<file path="src/rtl/msa_pkg.sv">
package msa_pkg;

	localparam int CHANNELS    = 5;
	localparam int DEPTH       = 8;
	localparam int SAMPLE_BITS = 12;

	// Fixed field widths of the item ports
	localparam int CH_W     = 3;
	localparam int SMP_IN_W = 12;
	localparam int AVG_W    = 12;
	localparam int SMP_EXT_W = 16;

	localparam int POS_W   = (DEPTH > 1) ? $clog2(DEPTH) : 1;
	localparam int SUM_W   = SAMPLE_BITS + $clog2(DEPTH);
	localparam int ENTRIES = CHANNELS * DEPTH;
	localparam int ADDR_W  = (ENTRIES > 1) ? $clog2(ENTRIES) : 1;

	localparam logic OP_SAMPLE = 1'b0;
	localparam logic OP_CLEAR  = 1'b1;

	localparam logic MODE_BLOCK  = 1'b0;
	localparam logic MODE_MOVING = 1'b1;

	function automatic logic [AVG_W-1:0] depth_avg(input logic [SUM_W-1:0] sum);
		return AVG_W'(sum / DEPTH);
	endfunction

endpackage

</file>
<file path="src/rtl/msa_if.sv">
interface msa_in_if import msa_pkg::*;
();
	logic                valid;
	logic                ready;
	logic                operation;
	logic [CH_W-1:0]     channel;
	logic [SMP_IN_W-1:0] sample;

	modport source(output valid, operation, channel, sample, input ready);
	modport sink(input valid, operation, channel, sample, output ready);
endinterface

interface msa_out_if import msa_pkg::*;
();
	logic             valid;
	logic             ready;
	logic [CH_W-1:0]  out_channel;
	logic [AVG_W-1:0] average;
	logic             frame_last;

	modport source(output valid, out_channel, average, frame_last, input ready);
	modport sink(input valid, out_channel, average, frame_last, output ready);
endinterface

</file>
<file path="src/rtl/msa_ring.sv">
module msa_ring import msa_pkg::*;
(
	input  logic                   clk,
	input  logic                   we,
	input  logic [ADDR_W-1:0]      waddr,
	input  logic [SAMPLE_BITS-1:0] wdata,
	input  logic                   re,
	input  logic [ADDR_W-1:0]      raddr,
	output logic [SAMPLE_BITS-1:0] rdata
);

	logic [SAMPLE_BITS-1:0] mem [ENTRIES];

	always_ff @(posedge clk) begin
		if (we) begin
			mem[waddr] <= wdata;
		end
	end

	always_ff @(posedge clk) begin
		if (re) begin
			rdata <= mem[raddr];
		end
	end

endmodule

</file>
<file path="src/rtl/multichannel_sample_averager.sv">
// Per-channel averager for scanned converter samples, one item per clock sustained. An item
// is accepted and its ring entry read from the single-port-read sample memory; then, in the
// update stage, the running sum is updated, in moving mode the entry is written back, and
// a result, if one is due, is loaded into the output register; a same-entry write/read
// overlap is forwarded. Input ready drops only while a result-producing item is held
// because the output register is full and not being taken. Clear and a change of
// average_mode take effect at once through per-entry valid bits: no clearing pass.
module multichannel_sample_averager import msa_pkg::*;
(
	input  logic          clk,
	input  logic          arst_n,
	input  logic          cfg_wr_en,
	input  logic          cfg_wr_data,
	msa_in_if.sink        samples,
	msa_out_if.source     results
);

	logic                   mode_q;
	logic [POS_W-1:0]       pos_q;
	logic [SUM_W-1:0]       sums_q [CHANNELS];
	logic [ENTRIES-1:0]     ring_vld_q;

	logic                   vld_s1;
	logic                   op_s1;
	logic [CH_W-1:0]        ch_s1;
	logic [SAMPLE_BITS-1:0] smp_s1;
	logic [POS_W-1:0]       pos_s1;
	logic [ADDR_W-1:0]      addr_s1;

	logic                   fwd_vld_q;
	logic [ADDR_W-1:0]      fwd_addr_q;
	logic [SAMPLE_BITS-1:0] fwd_data_q;

	logic                   out_vld_q;
	logic [CH_W-1:0]        out_ch_q;
	logic [AVG_W-1:0]       avg_q;
	logic                   last_q;

	logic                   cfg_clr;
	logic                   in_fire;
	logic                   ch_ok;
	logic                   take;
	logic [SMP_EXT_W-1:0]   smp_ext;
	logic [ADDR_W-1:0]      addr_in;
	logic [SAMPLE_BITS-1:0] rdata;

	logic                   last_s1;
	logic                   fwd_hit;
	logic [SAMPLE_BITS-1:0] old_smp;
	logic [SUM_W-1:0]       sum_cur;
	logic [SUM_W-1:0]       sum_add;
	logic [SUM_W-1:0]       sum_mov;
	logic                   emit_s1;
	logic                   out_free;
	logic                   s1_fire;
	logic                   adv;
	logic                   ring_we;
	logic                   s1_clr;

	assign cfg_clr = cfg_wr_en && (cfg_wr_data != mode_q);

	// Accept side
	assign samples.ready = adv;
	assign in_fire = samples.valid && samples.ready;
	assign ch_ok   = 32'(samples.channel) < CHANNELS;
	assign take    = in_fire && ((samples.operation == OP_CLEAR) || ch_ok);
	assign smp_ext = SMP_EXT_W'(samples.sample);
	assign addr_in = ADDR_W'(samples.channel) * ADDR_W'(DEPTH) + ADDR_W'(pos_q);

	msa_ring u_ring (
		.clk   (clk),
		.we    (ring_we),
		.waddr (addr_s1),
		.wdata (smp_s1),
		.re    (adv),
		.raddr (addr_in),
		.rdata (rdata)
	);

	always_ff @(posedge clk or negedge arst_n) begin
		if (!arst_n) begin
			mode_q <= MODE_BLOCK;
		end else if (cfg_wr_en) begin
			mode_q <= cfg_wr_data;
		end
	end

	// Frame position moves at accept time, so the next item addresses the right entry
	always_ff @(posedge clk or negedge arst_n) begin
		if (!arst_n) begin
			pos_q <= '0;
		end else if (cfg_clr) begin
			pos_q <= '0;
		end else if (in_fire && samples.operation == OP_CLEAR) begin
			pos_q <= '0;
		end else if (in_fire && ch_ok && 32'(samples.channel) == CHANNELS - 1) begin
			pos_q <= (pos_q == POS_W'(DEPTH - 1)) ? '0 : pos_q + POS_W'(1);
		end
	end

	always_ff @(posedge clk or negedge arst_n) begin
		if (!arst_n) begin
			vld_s1 <= 1'b0;
		end else if (adv) begin
			vld_s1 <= take;
		end
	end

	always_ff @(posedge clk) begin
		if (adv) begin
			op_s1   <= samples.operation;
			ch_s1   <= samples.channel;
			smp_s1  <= smp_ext[SAMPLE_BITS-1:0];
			pos_s1  <= pos_q;
			addr_s1 <= addr_in;
		end
	end

	// Update stage
	assign last_s1 = 32'(ch_s1) == CHANNELS - 1;
	assign fwd_hit = fwd_vld_q && (fwd_addr_q == addr_s1);
	assign old_smp = fwd_hit ? fwd_data_q : (ring_vld_q[addr_s1] ? rdata : '0);
	assign sum_cur = sums_q[ch_s1];
	assign sum_add = sum_cur + SUM_W'(smp_s1);
	assign sum_mov = sum_cur - SUM_W'(old_smp) + SUM_W'(smp_s1);
	assign emit_s1 = (op_s1 == OP_SAMPLE)
		&& ((mode_q == MODE_MOVING) || (pos_s1 == POS_W'(DEPTH - 1)));

	assign out_free = !out_vld_q || results.ready;
	assign s1_fire  = vld_s1 && (!emit_s1 || out_free);
	assign adv      = !vld_s1 || s1_fire;
	assign s1_clr   = s1_fire && (op_s1 == OP_CLEAR);
	assign ring_we  = s1_fire && (op_s1 == OP_SAMPLE) && (mode_q == MODE_MOVING) && !cfg_clr;

	always_ff @(posedge clk or negedge arst_n) begin
		if (!arst_n) begin
			for (int i = 0; i < CHANNELS; i++) begin
				sums_q[i] <= '0;
			end
		end else if (cfg_clr || s1_clr) begin
			for (int i = 0; i < CHANNELS; i++) begin
				sums_q[i] <= '0;
			end
		end else if (s1_fire) begin
			if (mode_q == MODE_MOVING) begin
				sums_q[ch_s1] <= sum_mov;
			end else begin
				sums_q[ch_s1] <= emit_s1 ? '0 : sum_add;
			end
		end
	end

	// Entries never written since the last clear read as zero
	always_ff @(posedge clk or negedge arst_n) begin
		if (!arst_n) begin
			ring_vld_q <= '0;
		end else if (cfg_clr || s1_clr) begin
			ring_vld_q <= '0;
		end else if (ring_we) begin
			ring_vld_q[addr_s1] <= 1'b1;
		end
	end

	// Remember the write that lands on the same edge as the next read
	always_ff @(posedge clk or negedge arst_n) begin
		if (!arst_n) begin
			fwd_vld_q <= 1'b0;
		end else if (cfg_clr) begin
			fwd_vld_q <= 1'b0;
		end else if (adv) begin
			fwd_vld_q <= ring_we;
		end
	end

	always_ff @(posedge clk) begin
		if (adv) begin
			fwd_addr_q <= addr_s1;
			fwd_data_q <= smp_s1;
		end
	end

	// Output register
	always_ff @(posedge clk or negedge arst_n) begin
		if (!arst_n) begin
			out_vld_q <= 1'b0;
		end else if (s1_fire && emit_s1) begin
			out_vld_q <= 1'b1;
		end else if (results.ready) begin
			out_vld_q <= 1'b0;
		end
	end

	always_ff @(posedge clk) begin
		if (s1_fire && emit_s1) begin
			out_ch_q <= ch_s1;
			avg_q    <= depth_avg((mode_q == MODE_MOVING) ? sum_mov : sum_add);
			last_q   <= last_s1;
		end
	end

	assign results.valid       = out_vld_q;
	assign results.out_channel = out_ch_q;
	assign results.average     = avg_q;
	assign results.frame_last  = last_q;

	a_stall_blocks_accept: assert property (@(posedge clk) disable iff (!arst_n)
		(vld_s1 && !s1_fire) |-> !samples.ready)
		else $error("item accepted while update stage is held");

	a_emit_loads_out: assert property (@(posedge clk) disable iff (!arst_n)
		(s1_fire && emit_s1) |=> out_vld_q)
		else $error("result lost on its way to the output register");

	a_clear_empties_ring: assert property (@(posedge clk) disable iff (!arst_n)
		(s1_clr || cfg_clr) |=> (ring_vld_q == '0 && !fwd_vld_q))
		else $error("ring entries survive a clear");

	a_mode_change_resets_pos: assert property (@(posedge clk) disable iff (!arst_n)
		cfg_clr |=> (pos_q == '0))
		else $error("frame position not cleared on mode change");

	a_pos_in_range: assert property (@(posedge clk) disable iff (!arst_n)
		pos_q <= POS_W'(DEPTH - 1))
		else $error("frame position beyond ring depth");

endmodule
</file>
<file path="src/flat_wrapper.sv">
// flat-port wrapper written by rule: the top's interface ports become plain ports
module multichannel_sample_averager_flat import msa_pkg::*;
  (clk, arst_n, cfg_wr_en, cfg_wr_data, samples_valid, samples_operation, samples_channel, samples_sample, samples_ready, results_valid, results_out_channel, results_average, results_frame_last, results_ready);
  msa_in_if samples_i ();
  msa_out_if results_i ();
  input  logic clk;
  input  logic arst_n;
  input  logic cfg_wr_en;
  input  logic cfg_wr_data;
  input wire logic [$bits(samples_i.valid)-1:0] samples_valid;
  input wire logic [$bits(samples_i.operation)-1:0] samples_operation;
  input wire logic [$bits(samples_i.channel)-1:0] samples_channel;
  input wire logic [$bits(samples_i.sample)-1:0] samples_sample;
  output wire logic [$bits(samples_i.ready)-1:0] samples_ready;
  output wire logic [$bits(results_i.valid)-1:0] results_valid;
  output wire logic [$bits(results_i.out_channel)-1:0] results_out_channel;
  output wire logic [$bits(results_i.average)-1:0] results_average;
  output wire logic [$bits(results_i.frame_last)-1:0] results_frame_last;
  input wire logic [$bits(results_i.ready)-1:0] results_ready;
  assign samples_i.valid = samples_valid;
  assign samples_i.operation = samples_operation;
  assign samples_i.channel = samples_channel;
  assign samples_i.sample = samples_sample;
  assign samples_ready = samples_i.ready;
  assign results_valid = results_i.valid;
  assign results_out_channel = results_i.out_channel;
  assign results_average = results_i.average;
  assign results_frame_last = results_i.frame_last;
  assign results_i.ready = results_ready;
  multichannel_sample_averager u_core (.clk(clk), .arst_n(arst_n), .cfg_wr_en(cfg_wr_en), .cfg_wr_data(cfg_wr_data), .samples(samples_i), .results(results_i));
endmodule
</file>
<file path="config.mk">
export PLATFORM = sky130hd
export DESIGN_NAME = multichannel_sample_averager_flat
export DESIGN_NICKNAME = d
export VERILOG_FILES = /design/src/rtl/msa_pkg.sv /design/src/rtl/msa_if.sv /design/src/rtl/msa_ring.sv /design/src/rtl/multichannel_sample_averager.sv /design/src/flat_wrapper.sv
export SDC_FILE = /design/constraint.sdc
export NUM_CORES = 1
export LEC_CHECK = 0
export ABC_AREA = 1
export BUFFER_PORTS_ARGS = -buffer_cell sky130_fd_sc_hd__buf_2
export CAP_MARGIN = 20
export CORE_MARGIN = 2
export CORE_UTILIZATION = 55
export CTS_CLUSTER_DIAMETER = 80
export DETAILED_ROUTE_END_ITERATION = 7
export PLACE_DENSITY = 0.71
export SYNTH_ARGS = -nofsm -noshare
export SYNTH_HDL_FRONTEND = slang
export SYNTH_SLANG_ARGS = --single-unit
</file>
<file path="constraint.sdc">
create_clock -name clk -period 6.7 [get_ports clk]
set_input_delay 0.67 -clock clk [delete_from_list [all_inputs] [get_ports clk]]
set_output_delay 0.67 -clock clk [all_outputs]
set_load 0.01 [all_outputs]
</file>
Word level (Yosys, flattened, before mapping)
Memories as Yosys holds them, arrays and structs flattened. A register that Yosys moved wholly into a read port is not among the register bits.
Index checks and enable logic that the tools add are counted.
{"block": "classes", "n_addsub": 5, "mul": 0, "div_mod_pow": 0, "order_cmp": 5, "n_eq_ne": 6, "n_shift": 0, "muxes": 30, "bitwise_logic": 3, "reduce_logical": 31}
{"cell": "$mux W75", "count": 3}
{"cell": "$bwmux W75", "count": 2}
{"cell": "$mux W40", "count": 2}
{"cell": "$mux W15", "count": 5}
{"cell": "$bmux W15 S3", "count": 1}
{"cell": "$demux W15 S3", "count": 1}
{"cell": "$or A40 B40 Y40", "count": 1}
{"cell": "$add A15 B12 Y15", "count": 2}
{"cell": "$mux W12", "count": 2}
{"cell": "$logic_and A1 B1 Y1", "count": 16}
{"cell": "$sub A15 B12 Y15", "count": 1}
{"cell": "$eq A3 B3 Y1 const B", "count": 4}
{"cell": "$mux W3", "count": 4}
{"cell": "$mux W1", "count": 8}
{"cell": "$reduce_bool A2 Y1", "count": 4}
{"cell": "$lt A6 B7 Y1 const B", "count": 1}
{"cell": "$add A6 B3 Y6", "count": 1}
{"cell": "$bmux W1 S6", "count": 1}
{"cell": "$demux W1 S6", "count": 1}
{"cell": "$eq A6 B6 Y1", "count": 1}
{"cell": "$ge A6 B1 Y1 const B", "count": 1}
{"cell": "$logic_or A1 B1 Y1", "count": 6}
{"cell": "$ge A4 B4 Y1 const B", "count": 1}
{"cell": "$logic_not A1 Y1", "count": 4}
{"cell": "7 further kinds", "count": 7}
{"block": "word_totals", "reg_bits": 181, "latch_bits": 0, "ramBits": 480, "romBits": 0, "out_inout_bits": 18, "elab_cells": 102, "n_memories": 1}
{"memory": "u_core.u_ring.mem", "depth": 40, "width": 12, "rd": 1, "rd_ports_with_merged_regs": 1, "write_ports": 1, "line_no": "msa_ring.sv:12", "text": "logic [SAMPLE_BITS-1:0] mem [ENTRIES];"}

Longest topological paths before layout
Gate-level depths: netlist (run 1).
{"block": "logic_depth", "ltp_word": 13, "ltp_mapped": 27}

By module
A second synthesis (run 1) with hierarchy kept.
{"block": "hier_totals", "cells_unflattened": 2699, "area_unflattened_um2": 29235.5}
{"module": "msa_ring", "instances": 1, "cells_per_inst": 1615, "area_per_inst_um2": 19872.8, "seq_area_each_um2": 14774.2}
{"module": "multichannel_sample_averager", "instances": 1, "cells_per_inst": 1084, "area_per_inst_um2": 9362.7, "seq_area_each_um2": 4644.5}

Worst setup path before layout (run 1)
No wires, ideal clock.
{"block": "synth_path", "path_kind": "register to register", "from": "register u_core.addr_s1[4]", "to": "register u_core.avg_q[4], in the netlist u_core.results.average[4], data pin", "t_arrival_ns": 3.427, "required_ns": 6.405, "path_slack_ns": 2.978, "path_stages_with_launch": 20, "path_cell_list": "edfxtp_1 > buf_2 > xor2_1 > a2111oi_0 > nand2_1 > buf_2 > nand2_1 > nor2_1 > nor2_1 > fa_1 > ha_1 > nand2_1 > inv_1 > nand2_1 > nand3_1 > nand3_1 > nand2_1 > or2_2 > nand3_1 > o21ai_1"}
{"block": "synth_via", "elab_chain_len": 7}
{"item": "start: declaration", "line_no": "multichannel_sample_averager.sv:28", "text": "logic [ADDR_W-1:0] addr_s1;"}
{"item": "start signal: assignment", "line_no": "multichannel_sample_averager.sv:115", "text": "addr_s1 <= addr_in;"}
{"item": "$bmux W1 S6", "line_no": "multichannel_sample_averager.sv:122", "text": "assign old_smp = fwd_hit ? fwd_data_q : (ring_vld_q[addr_s1] ? rdata : '0);"}
{"item": "$mux W1 (not written as such)", "line_no": "multichannel_sample_averager.sv:122"}
{"item": "$mux W12", "line_no": "multichannel_sample_averager.sv:122"}
{"item": "$mux W12 (*)", "line_no": "multichannel_sample_averager.sv:122"}
{"item": "$sub A15 B12 Y15 (*)", "line_no": "multichannel_sample_averager.sv:125", "text": "assign sum_mov = sum_cur - SUM_W'(old_smp) + SUM_W'(smp_s1);"}
{"item": "$add A15 B12 Y15 (*)", "line_no": "multichannel_sample_averager.sv:125"}
{"item": "$mux W15 (*)", "line_no": "multichannel_sample_averager.sv:196", "text": "avg_q <= depth_avg((mode_q == MODE_MOVING) ? sum_mov : sum_add);"}
{"item": "end signal: assignment", "line_no": "multichannel_sample_averager.sv:196"}
{"item": "end: declaration", "line_no": "multichannel_sample_averager.sv:36", "text": "logic [AVG_W-1:0] avg_q;"}
Mark *: on every way between the ends. The rest lies on a longest branch, timed or not. The select of a mux whose other input is x is not followed.
A chain may end at the register's enable or synchronous reset.

Worst setup path after layout (run 1)
{"block": "layout_path", "from": "register u_core.addr_s1[2]", "to": "register u_core.sums_q[38] in the netlist's numbering"}
{"block": "layout_via", "elab_chain_len": 10}
{"item": "$bmux W1 S6", "line_no": "multichannel_sample_averager.sv:122"}
{"item": "$mux W1 (not written as such)", "line_no": "multichannel_sample_averager.sv:122"}
{"item": "$mux W12", "line_no": "multichannel_sample_averager.sv:122"}
{"item": "$mux W12 (*)", "line_no": "multichannel_sample_averager.sv:122"}
{"item": "$sub A15 B12 Y15 (*)", "line_no": "multichannel_sample_averager.sv:125"}
{"item": "$add A15 B12 Y15 (*)", "line_no": "multichannel_sample_averager.sv:125"}
{"item": "$bwmux W75 (*)", "line_no": "multichannel_sample_averager.sv:146", "text": "sums_q[ch_s1] <= sum_mov;"}
{"item": "$mux W75 (*)", "line_no": "multichannel_sample_averager.sv:145", "text": "if (mode_q == MODE_MOVING) begin"}
{"item": "$mux W75 (*)", "line_no": "multichannel_sample_averager.sv:144", "text": "end else if (s1_fire) begin"}
{"item": "$mux W75 (*)", "line_no": "multichannel_sample_averager.sv:140", "text": "end else if (cfg_clr || s1_clr) begin"}
{"item": "end signal: indexed assignment", "line_no": "multichannel_sample_averager.sv:146"}
{"item": "end signal: indexed assignment", "line_no": "multichannel_sample_averager.sv:148", "text": "sums_q[ch_s1] <= emit_s1 ? '0 : sum_add;"}
{"item": "end: declaration", "line_no": "multichannel_sample_averager.sv:20", "text": "logic [SUM_W-1:0] sums_q [CHANNELS];"}
Marked as above.

==> flow_summary.ini, run 1 <==
[detailed_routing]
dr.pass1.iters = 8
num_vias = 20166
drc_errors = 3
antenna_left = 0
drtIter0Drc = 2600
routed_wl_um = 76300
vias_per_cell = 6.09
wl_per_cell_um = 23.0

[global_routing]
grt_pass1_vias = 19628
antenna_found_initial = 1
grt_max_degree = 187
overflow = 0
track_usage_pct = 28.8
grt_pass1_wl_um = 116000

[clock_network]
cts.clk_slew.worst_paths_ps = 60
cts_max_level = 3
cts_tree = done
clkSinkCount = 667
cts_buffer_depth = 3
cts_root_buf = clkbuf_16
cts_inserted_buffers = 70
clock_latency_ps = 610

[floorplan]
die_w_um = 232
dieHeight_um = 232
start_util_pct = 55.7
rows = 83
die_area_sq_mm = 0.0538
core_sq_mm = 0.0513
pin_count = 40

[power_and_ir_drop]
p_clk_share_pct = 41.8
pwr-share-comb_pct = 7.1
p_sw_share_pct = 23.5
power_density_mw_per_mm2 = 283
power.static_leakage_uw = 0.0122
power.share.sequential_pct = 51.1
switchingPower_uw = 2100
vdd_drop_max_v = 0.000240
internal_power_uw = 6850

[logic_synthesis]
syn-mean-instance-area_sq_um = 11.2
synth_area_leader_cell = edfxtp_1
synth_nets = 2628
async_flop_share_pct = 18.3
synth_cell_types = 46
ys_warn_count = 0
netlist_instances = 2563
synth_seq_cells = 667
yosysSeqAreaShare_pct = 67.9
synth_edf_count = 545
yosys-top-cells-area = edfxtp_1, dfrtp_1, o21ai_0
yosysTopAreaCellShare_pct = 57.2
ys_dominant_reg_cell = edfxtp_1
synth_area_sq_mm = 0.0286

[cells_and_area]
syn_to_final_growth_pct = 10.5
antenna_cells = 0
drive_gt1_share_pct = 7.71
nNetsFinal = 2644
postLayoutCellArea_sq_mm = 0.0316

[worst_setup_path]
critPathCaptureType = flip-flop
critPathLaunchType = flip-flop
r2r_setup_slack_ps = 1390
crit_required_ps = 7240
r2r_start = u_core.addr_s1[2]$_DFFE_PN_
cp_max_fo = 12
crit_arrival_ps = 5850
r2r_cells = 24
reg2reg_to = u_core.sums_q[38]$_DFFE_PN0P_
critPathKind = flip-flop to flip-flop

[timing]
fin_setup_tns_ps = 0
setup_ws_ps = 1390
clock.fmax_mhz = 188
tightest_slew_ps = 1120
min_period_ps = 5310
skew_ps = 16.1
slew_viol_final = 0
max_slew_margin_pct = 25.5
finalCritPeriodShare_pct = 79.3
hold_violations = 0
setup_viol = 0
grt_setup_unrepaired = no

[min_path]
min_path_cells = 1
min_from = samples_sample[6]
whs_endpoint = u_core.smp_s1[6]$_DFFE_PN_
hold_path_class = input pin to flip-flop

[place]
pre_cts_ws_ps = 1490
place_congestion = 0.950
port_buffers = 39
placed_area_sq_mm = 0.0294
dpl.hpwl_um = 45200

[flow_run]
maxCapViolCount = 0

[run_status]
violations = design-rule violations
status = complete, but fails checks
## critical path: stages (launching register included)
cell and delay (ps):
edfxtp_1 510, nand3_2 180, clkinv_1 260, a22oi_1 290, nand3b_1 120, nand2_1 70, nand3_1 70, nor2_1 780
o21ai_0 210, ha_1 330, inv_1 60, ha_1 280, inv_1 100, fa_1 450, inv_1 160, nand3_1 90
nand2_1 150, nand2_1 70, nand2_1 150, inv_1 70, o211ai_1 170, nand3_1 130, o21ai_1 290, nand3_1 140
nand2_1 80
## state kept, by name, indices dropped and copies added, names as in the netlist
signal / count
u_core.addr_s1: 6
u_core.fwd_addr_q: 6
u_core.fwd_data_q: 12
u_core.fwd_vld_q: 1
u_core.mode_q: 1
u_core.op_s1: 1
u_core.pos_q: 3
u_core.results.average: 12
u_core.results.frame_last: 1
u_core.results.out_channel: 3
u_core.results.valid: 1
u_core.ring_vld_q: 40
u_core.smp_s1: 12
u_core.sums_q: 75
u_core.u_ring.mem: 480
u_core.u_ring.rdata: 12
u_core.vld_s1: 1
## metrics by stage
stage          hold WS (ps)  total power [uW]  std cells  util, %
4_1_cts                 215              8960       3311     61.5
6_report                236              8950       3313     61.6
3_3_place_gp            464              5270       3185     57.3
3_5_place_dp            465              5280       3185     57.3
2_1_floorplan           374              5040       2563        -
5_1_grt                 215              9200       3313     61.6
## kinds of logic after synthesis
logic type	share of synthesized area, %
compound gates	12.0
fa+ha+maj	2.22
flops	67.9
xor+xnor	0.245
buf+inv	4.46
simple gates	13.1
## cell usage in the layout, fill, tap and decap left out, types with 3 or more instances in the layout
master and n:
dfrtp_1 119, nor3_2 3, edfxtp_1 545, o22ai_1 127, bufinv_16 3, nor2_1 355, o21a_1 10, inv_1 194
a22oi_1 10, buf_4 26, nand3_2 4, clkbuf_1 16, ha_1 30, clkbuf_16 73, inv_6 5, o221ai_1 12
fa_1 13, nor3_4 4, o21bai_1 3, o21ai_1 18, nor3_1 9, clkinv_1 12, clkbuf_8 3, a21oi_1 63
xnor2_1 3, a221oi_1 6, o211ai_1 33, nand2_1 404, inv_2 11, xor2_1 5, a21oi_2 4, clkinv_2 13
nand3_1 91, o21ai_0 306, nand4_1 34, or2_2 3, clkinvlp_4 3, buf_2 38
## routing by layer
| layer | vias up | wire length [um] | track usage, % |
|---|---|---|---|
| met3 | 196 | 6770 | 5.00 |
| met2 | 1062 | 35200 | 44.4 |
| met1 | 9816 | 31100 | 40.6 |
| met4 | 0 | 3180 | 12.3 |
| li1 | 9092 | - | - |
| met5 | - | 0 | 0 |
## cell usage after synthesis (4+ instances only)
master    instances
nand2_1         404
nand4_1          34
ha_1             30
a22oi_1          10
dfrtp_1         122
o221ai_1         12
xor2_1            5
nand3_2           4
nor2_1          355
buf_1             8
inv_2            10
fa_1             13
o21ai_0         306
nor3_4            4
a21oi_1          63
edfxtp_1        545
a21oi_2           4
a221oi_1          6
inv_1           196
nand3_1          91
nor3_1            9
buf_2            17
o211ai_1         33
clkbuf_1         96
o21ai_1          18
o22ai_1         127
o21a_1           10
## worst max path at each step
stage                     slack (ps)                                  end                        start  cells after the start
after floorplan                 2980  u_core.results.average[4]$_DFFE_PP_  u_core.addr_s1[4]$_DFFE_PN_                     19
after global placement          1620        u_core.sums_q[68]$_DFFE_PN0P_  u_core.addr_s1[2]$_DFFE_PN_                     24
after detailed placement        1490        u_core.sums_q[38]$_DFFE_PN0P_  u_core.addr_s1[2]$_DFFE_PN_                     24
after CTS                       1470        u_core.sums_q[38]$_DFFE_PN0P_  u_core.addr_s1[2]$_DFFE_PN_                     24
after global routing             840         u_core.sums_q[8]$_DFFE_PN0P_  u_core.addr_s1[2]$_DFFE_PN_                     25
final                           1390        u_core.sums_q[38]$_DFFE_PN0P_  u_core.addr_s1[2]$_DFFE_PN_                     24
## layout make-up
| type | instances | area (sq um) |
|---|---|---|
| sequential | 667 | 19400 |
| inverter | 208 | 786 |
| fill | 4053 | 19700 |
| timing repair buffer | 67 | 443 |
| multi-input combinational | 1565 | 7900 |
| clock buffer | 92 | 1930 |
| clock inverter | 34 | 267 |
| tap | 680 | 851 |
## power by group through the flow
stage / sequential (uW) / clock [uW] / combinational [uW]
after detailed placement: 4660 / 0 / 617
after CTS: 4580 / 3770 / 619
after floorplan: 4670 / 0 / 366
after global placement: 4660 / 0 / 606
final: 4580 / 3740 / 634
after global routing: 4580 / 3930 / 693
## timing repair
item                                   in CTS  in global routing
gates resized for setup                     0                  0
buffers inserted                            0                  0
endpoints found under the hold margin       0                  8
hold buffers                                0                  1
(Power assumes the default switching activity.)
==> inputs of run 2 (changes only) <==
==> constraint.sdc (replaced) <==
create_clock -name clk -period 5 [get_ports clk]
set_input_delay 0.5 -clock clk [delete_from_list [all_inputs] [get_ports clk]]
set_output_delay 0.5 -clock clk [all_outputs]
set_load 0.01 [all_outputs]
==> run 2 against run 1 <==
- the run now ends clean
- via count rose by 0.66%
- largest power group unchanged
- wire length rose by 0.74%
- total power rose by 34%
- sequential share of layout area fell by 0.29 points
- critical path type unchanged
==> flow_summary.ini, run 2 (synthesis gave the netlist of run 1 again) <==
[run_status]
status = finished, final reports clean

[cells_and_area]
mostFrequentLayoutCell = edfxtp_1
final_cell_mix = edfxtp_1, nand2_1, nor2_1, o21ai_0, inv_1
instances_no_fill = 3325
nNetsFinal = 2661
syn_to_final_growth_pct = 11.1
largest_reg_flops = 480
drive_gt1_share_pct = 8.21
max_flop_register = u_core.u_ring.mem
reg_top3 = u_core.u_ring.mem: 480 flops, u_core.sums_q: 75 flops, u_core.ring_vld_q: 40 flops

[clock_network]
cts_tree = done
clock_latency_ps = 610
cts_inserted_buffers = 68
cts_max_level = 3
clkSinkCount = 667
cts_buffer_depth = 3
cts_root_buf = clkbuf_16
cts.clk_slew.worst_paths_ps = 60

[global_routing]
track_usage_pct = 28.9
grt_pass1_vias = 19471
overflow = 0
grt_max_degree = 236
grt_pass1_wl_um = 117000
antenna_found_initial = 1

[timing]
hold_violations = 0
tightest_slew_ps = 1130
slew_viol_final = 0
clock.fmax_mhz = 217
min_period_ps = 4610
skew_ps = 15.7
setup_viol = 0
max_slew_margin_pct = 24.7
fin_setup_tns_ps = 0
finalCritPeriodShare_pct = 92.2
grt_setup_unrepaired = no

[power_and_ir_drop]
power_density_mw_per_mm2 = 377
switchingPower_uw = 2790
vdd_drop_max_v = 0.000325
p_clk_share_pct = 41.5
power.share.sequential_pct = 51.2
pwr-share-comb_pct = 7.3
internal_power_uw = 9180
power.static_leakage_uw = 0.0123
p_sw_share_pct = 23.3

[detailed_routing]
antenna_left = 0
routed_wl_um = 76800
wl_per_cell_um = 23.1
vias_per_cell = 6.10
drc_errors = 0
dr.pass1.iters = 6
num_vias = 20299
drtIter0Drc = 2440

[floorplan]
die_area_sq_mm = 0.0538
dieHeight_um = 232
pin_count = 40
die_w_um = 232
rows = 83
core_sq_mm = 0.0513
start_util_pct = 55.7

[min_path]
hold_path_class = input pin to flip-flop

[worst_setup_path]
slowest_delay_ps = 640
slowest_stage = nor2_1
cp_max_fo = 12
worstPathCellList = inv_1, nand2_1, nor2_1, nand2_1, nand2_1, nor2_1, buf_4, o21ai_0, ha_1, inv_1, ha_1, inv_1, fa_1, inv_1, nand3_1, nand2_1, nand2_1, nand2_1, inv_1, o21ai_0, nand2_1, nand3_1, o21ai_1
critPathCaptureType = flip-flop
critPathKind = flip-flop to flip-flop
critPathLaunchType = flip-flop
worst_path_most_repeated_cell = nand2_1
crit_arrival_ps = 4910
crit_required_ps = 5300

[flow_run]
maxCapViolCount = 0

[place]
port_buffers = 39
dpl.cell_count = 3203
dpl.hpwl_um = 45600
place_congestion = 0.927
-- run 2: cell types whose count changed in the layout (fill, tap and decap cells not counted), moves of 2 or more --
| cell | delta |
|---|---|
| buf_4 | +17 |
| clkbuf_1 | -2 |
| clkbuf_16 | -2 |
| clkinv_2 | -3 |
| clkinv_8 | +2 |
| inv_6 | -2 |
-- run 2: worst max-delay path: cells and delay by family, from the launching register on --
family                     cells  cell delay, ps
adders and majority gates      3             940
buffers and inverters          6             750
and+or+nand+nor               11            1630
DFF                            1             480
AOI/OAI and AO/OA              3             500
-- run 2: per-layer routing --
metal	up-vias	track usage [%]	part of all wire, %
met5	-	0	0
met3	208	4.64	8.7
met2	1008	45.2	46
met4	0	11.7	4.3
met1	9966	40.8	41
li1	9117	-	-
-- run 2: final timing paths --
check | cells after the start | start | endpoint | slack (ps)
worst max-delay path | 23 | u_core.addr_s1[5]$_DFFE_PN_ | u_core.results.average[5]$_DFFE_PP_ | 390
max in group asynchronous | 4 | arst_n | u_core.pos_q[1]$_DFFE_PN0P_ | 3310
worst min register to register | 2 | u_core.sums_q[7]$_DFFE_PN0P_ | u_core.sums_q[7]$_DFFE_PN0P_ | 480
worst min-delay path | 1 | samples_sample[4] | u_core.smp_s1[4]$_DFFE_PN_ | 60
min in group asynchronous | 2 | arst_n | u_core.sums_q[14]$_DFFE_PN0P_ | 400
worst max register to register | 23 | u_core.addr_s1[5]$_DFFE_PN_ | u_core.results.average[5]$_DFFE_PP_ | 390
-- run 2: final cells by class --
| cell class | count | area, sq um |
|---|---|---|
| multi-input combinational | 1565 | 7900 |
| timing repair buffer | 86 | 618 |
| fill | 3982 | 19500 |
| clock inverter | 29 | 277 |
| inverter | 208 | 791 |
| tap | 680 | 851 |
| clock buffer | 89 | 1880 |
| antenna | 1 | 2.50 |
| sequential | 667 | 19400 |
-- run 2: power groups by stage --
stage               clock [uW]  sequential, uW  combinational [uW]
detailed placement           0            6240                 850
global route              5220            6130                 952
finish                    4970            6130                 877
CTS                       5010            6130                 854
floorplan                    0            6260                 490
global placement             0            6240                 836
-- run 2: stage by stage --
| step | power, uW | utilization, % | cell area (sq um) | hold slack (ps) | setup slack, ps |
|---|---|---|---|---|---|
| after floorplan | 6750 | - | 28600 | 204 | 1280 |
| after global placement | 7070 | 57.5 | 29500 | 462 | 427 |
| after detailed placement | 7090 | 57.5 | 29500 | 466 | 457 |
| after CTS | 12000 | 61.8 | 31700 | 42.6 | 430 |
| after global routing | 12300 | 61.9 | 31800 | 43.9 | 27.0 |
| final | 12000 | 61.9 | 31800 | 64.2 | 391 |
-- run 2: what timing repair did --
item | in CTS | in global routing
endpoints found under the hold margin | 0 | 33
endpoints found under the setup margin | 0 | 2
resized for setup | 0 | 1
setup buffers | 0 | 0
hold buffers | 0 | 1
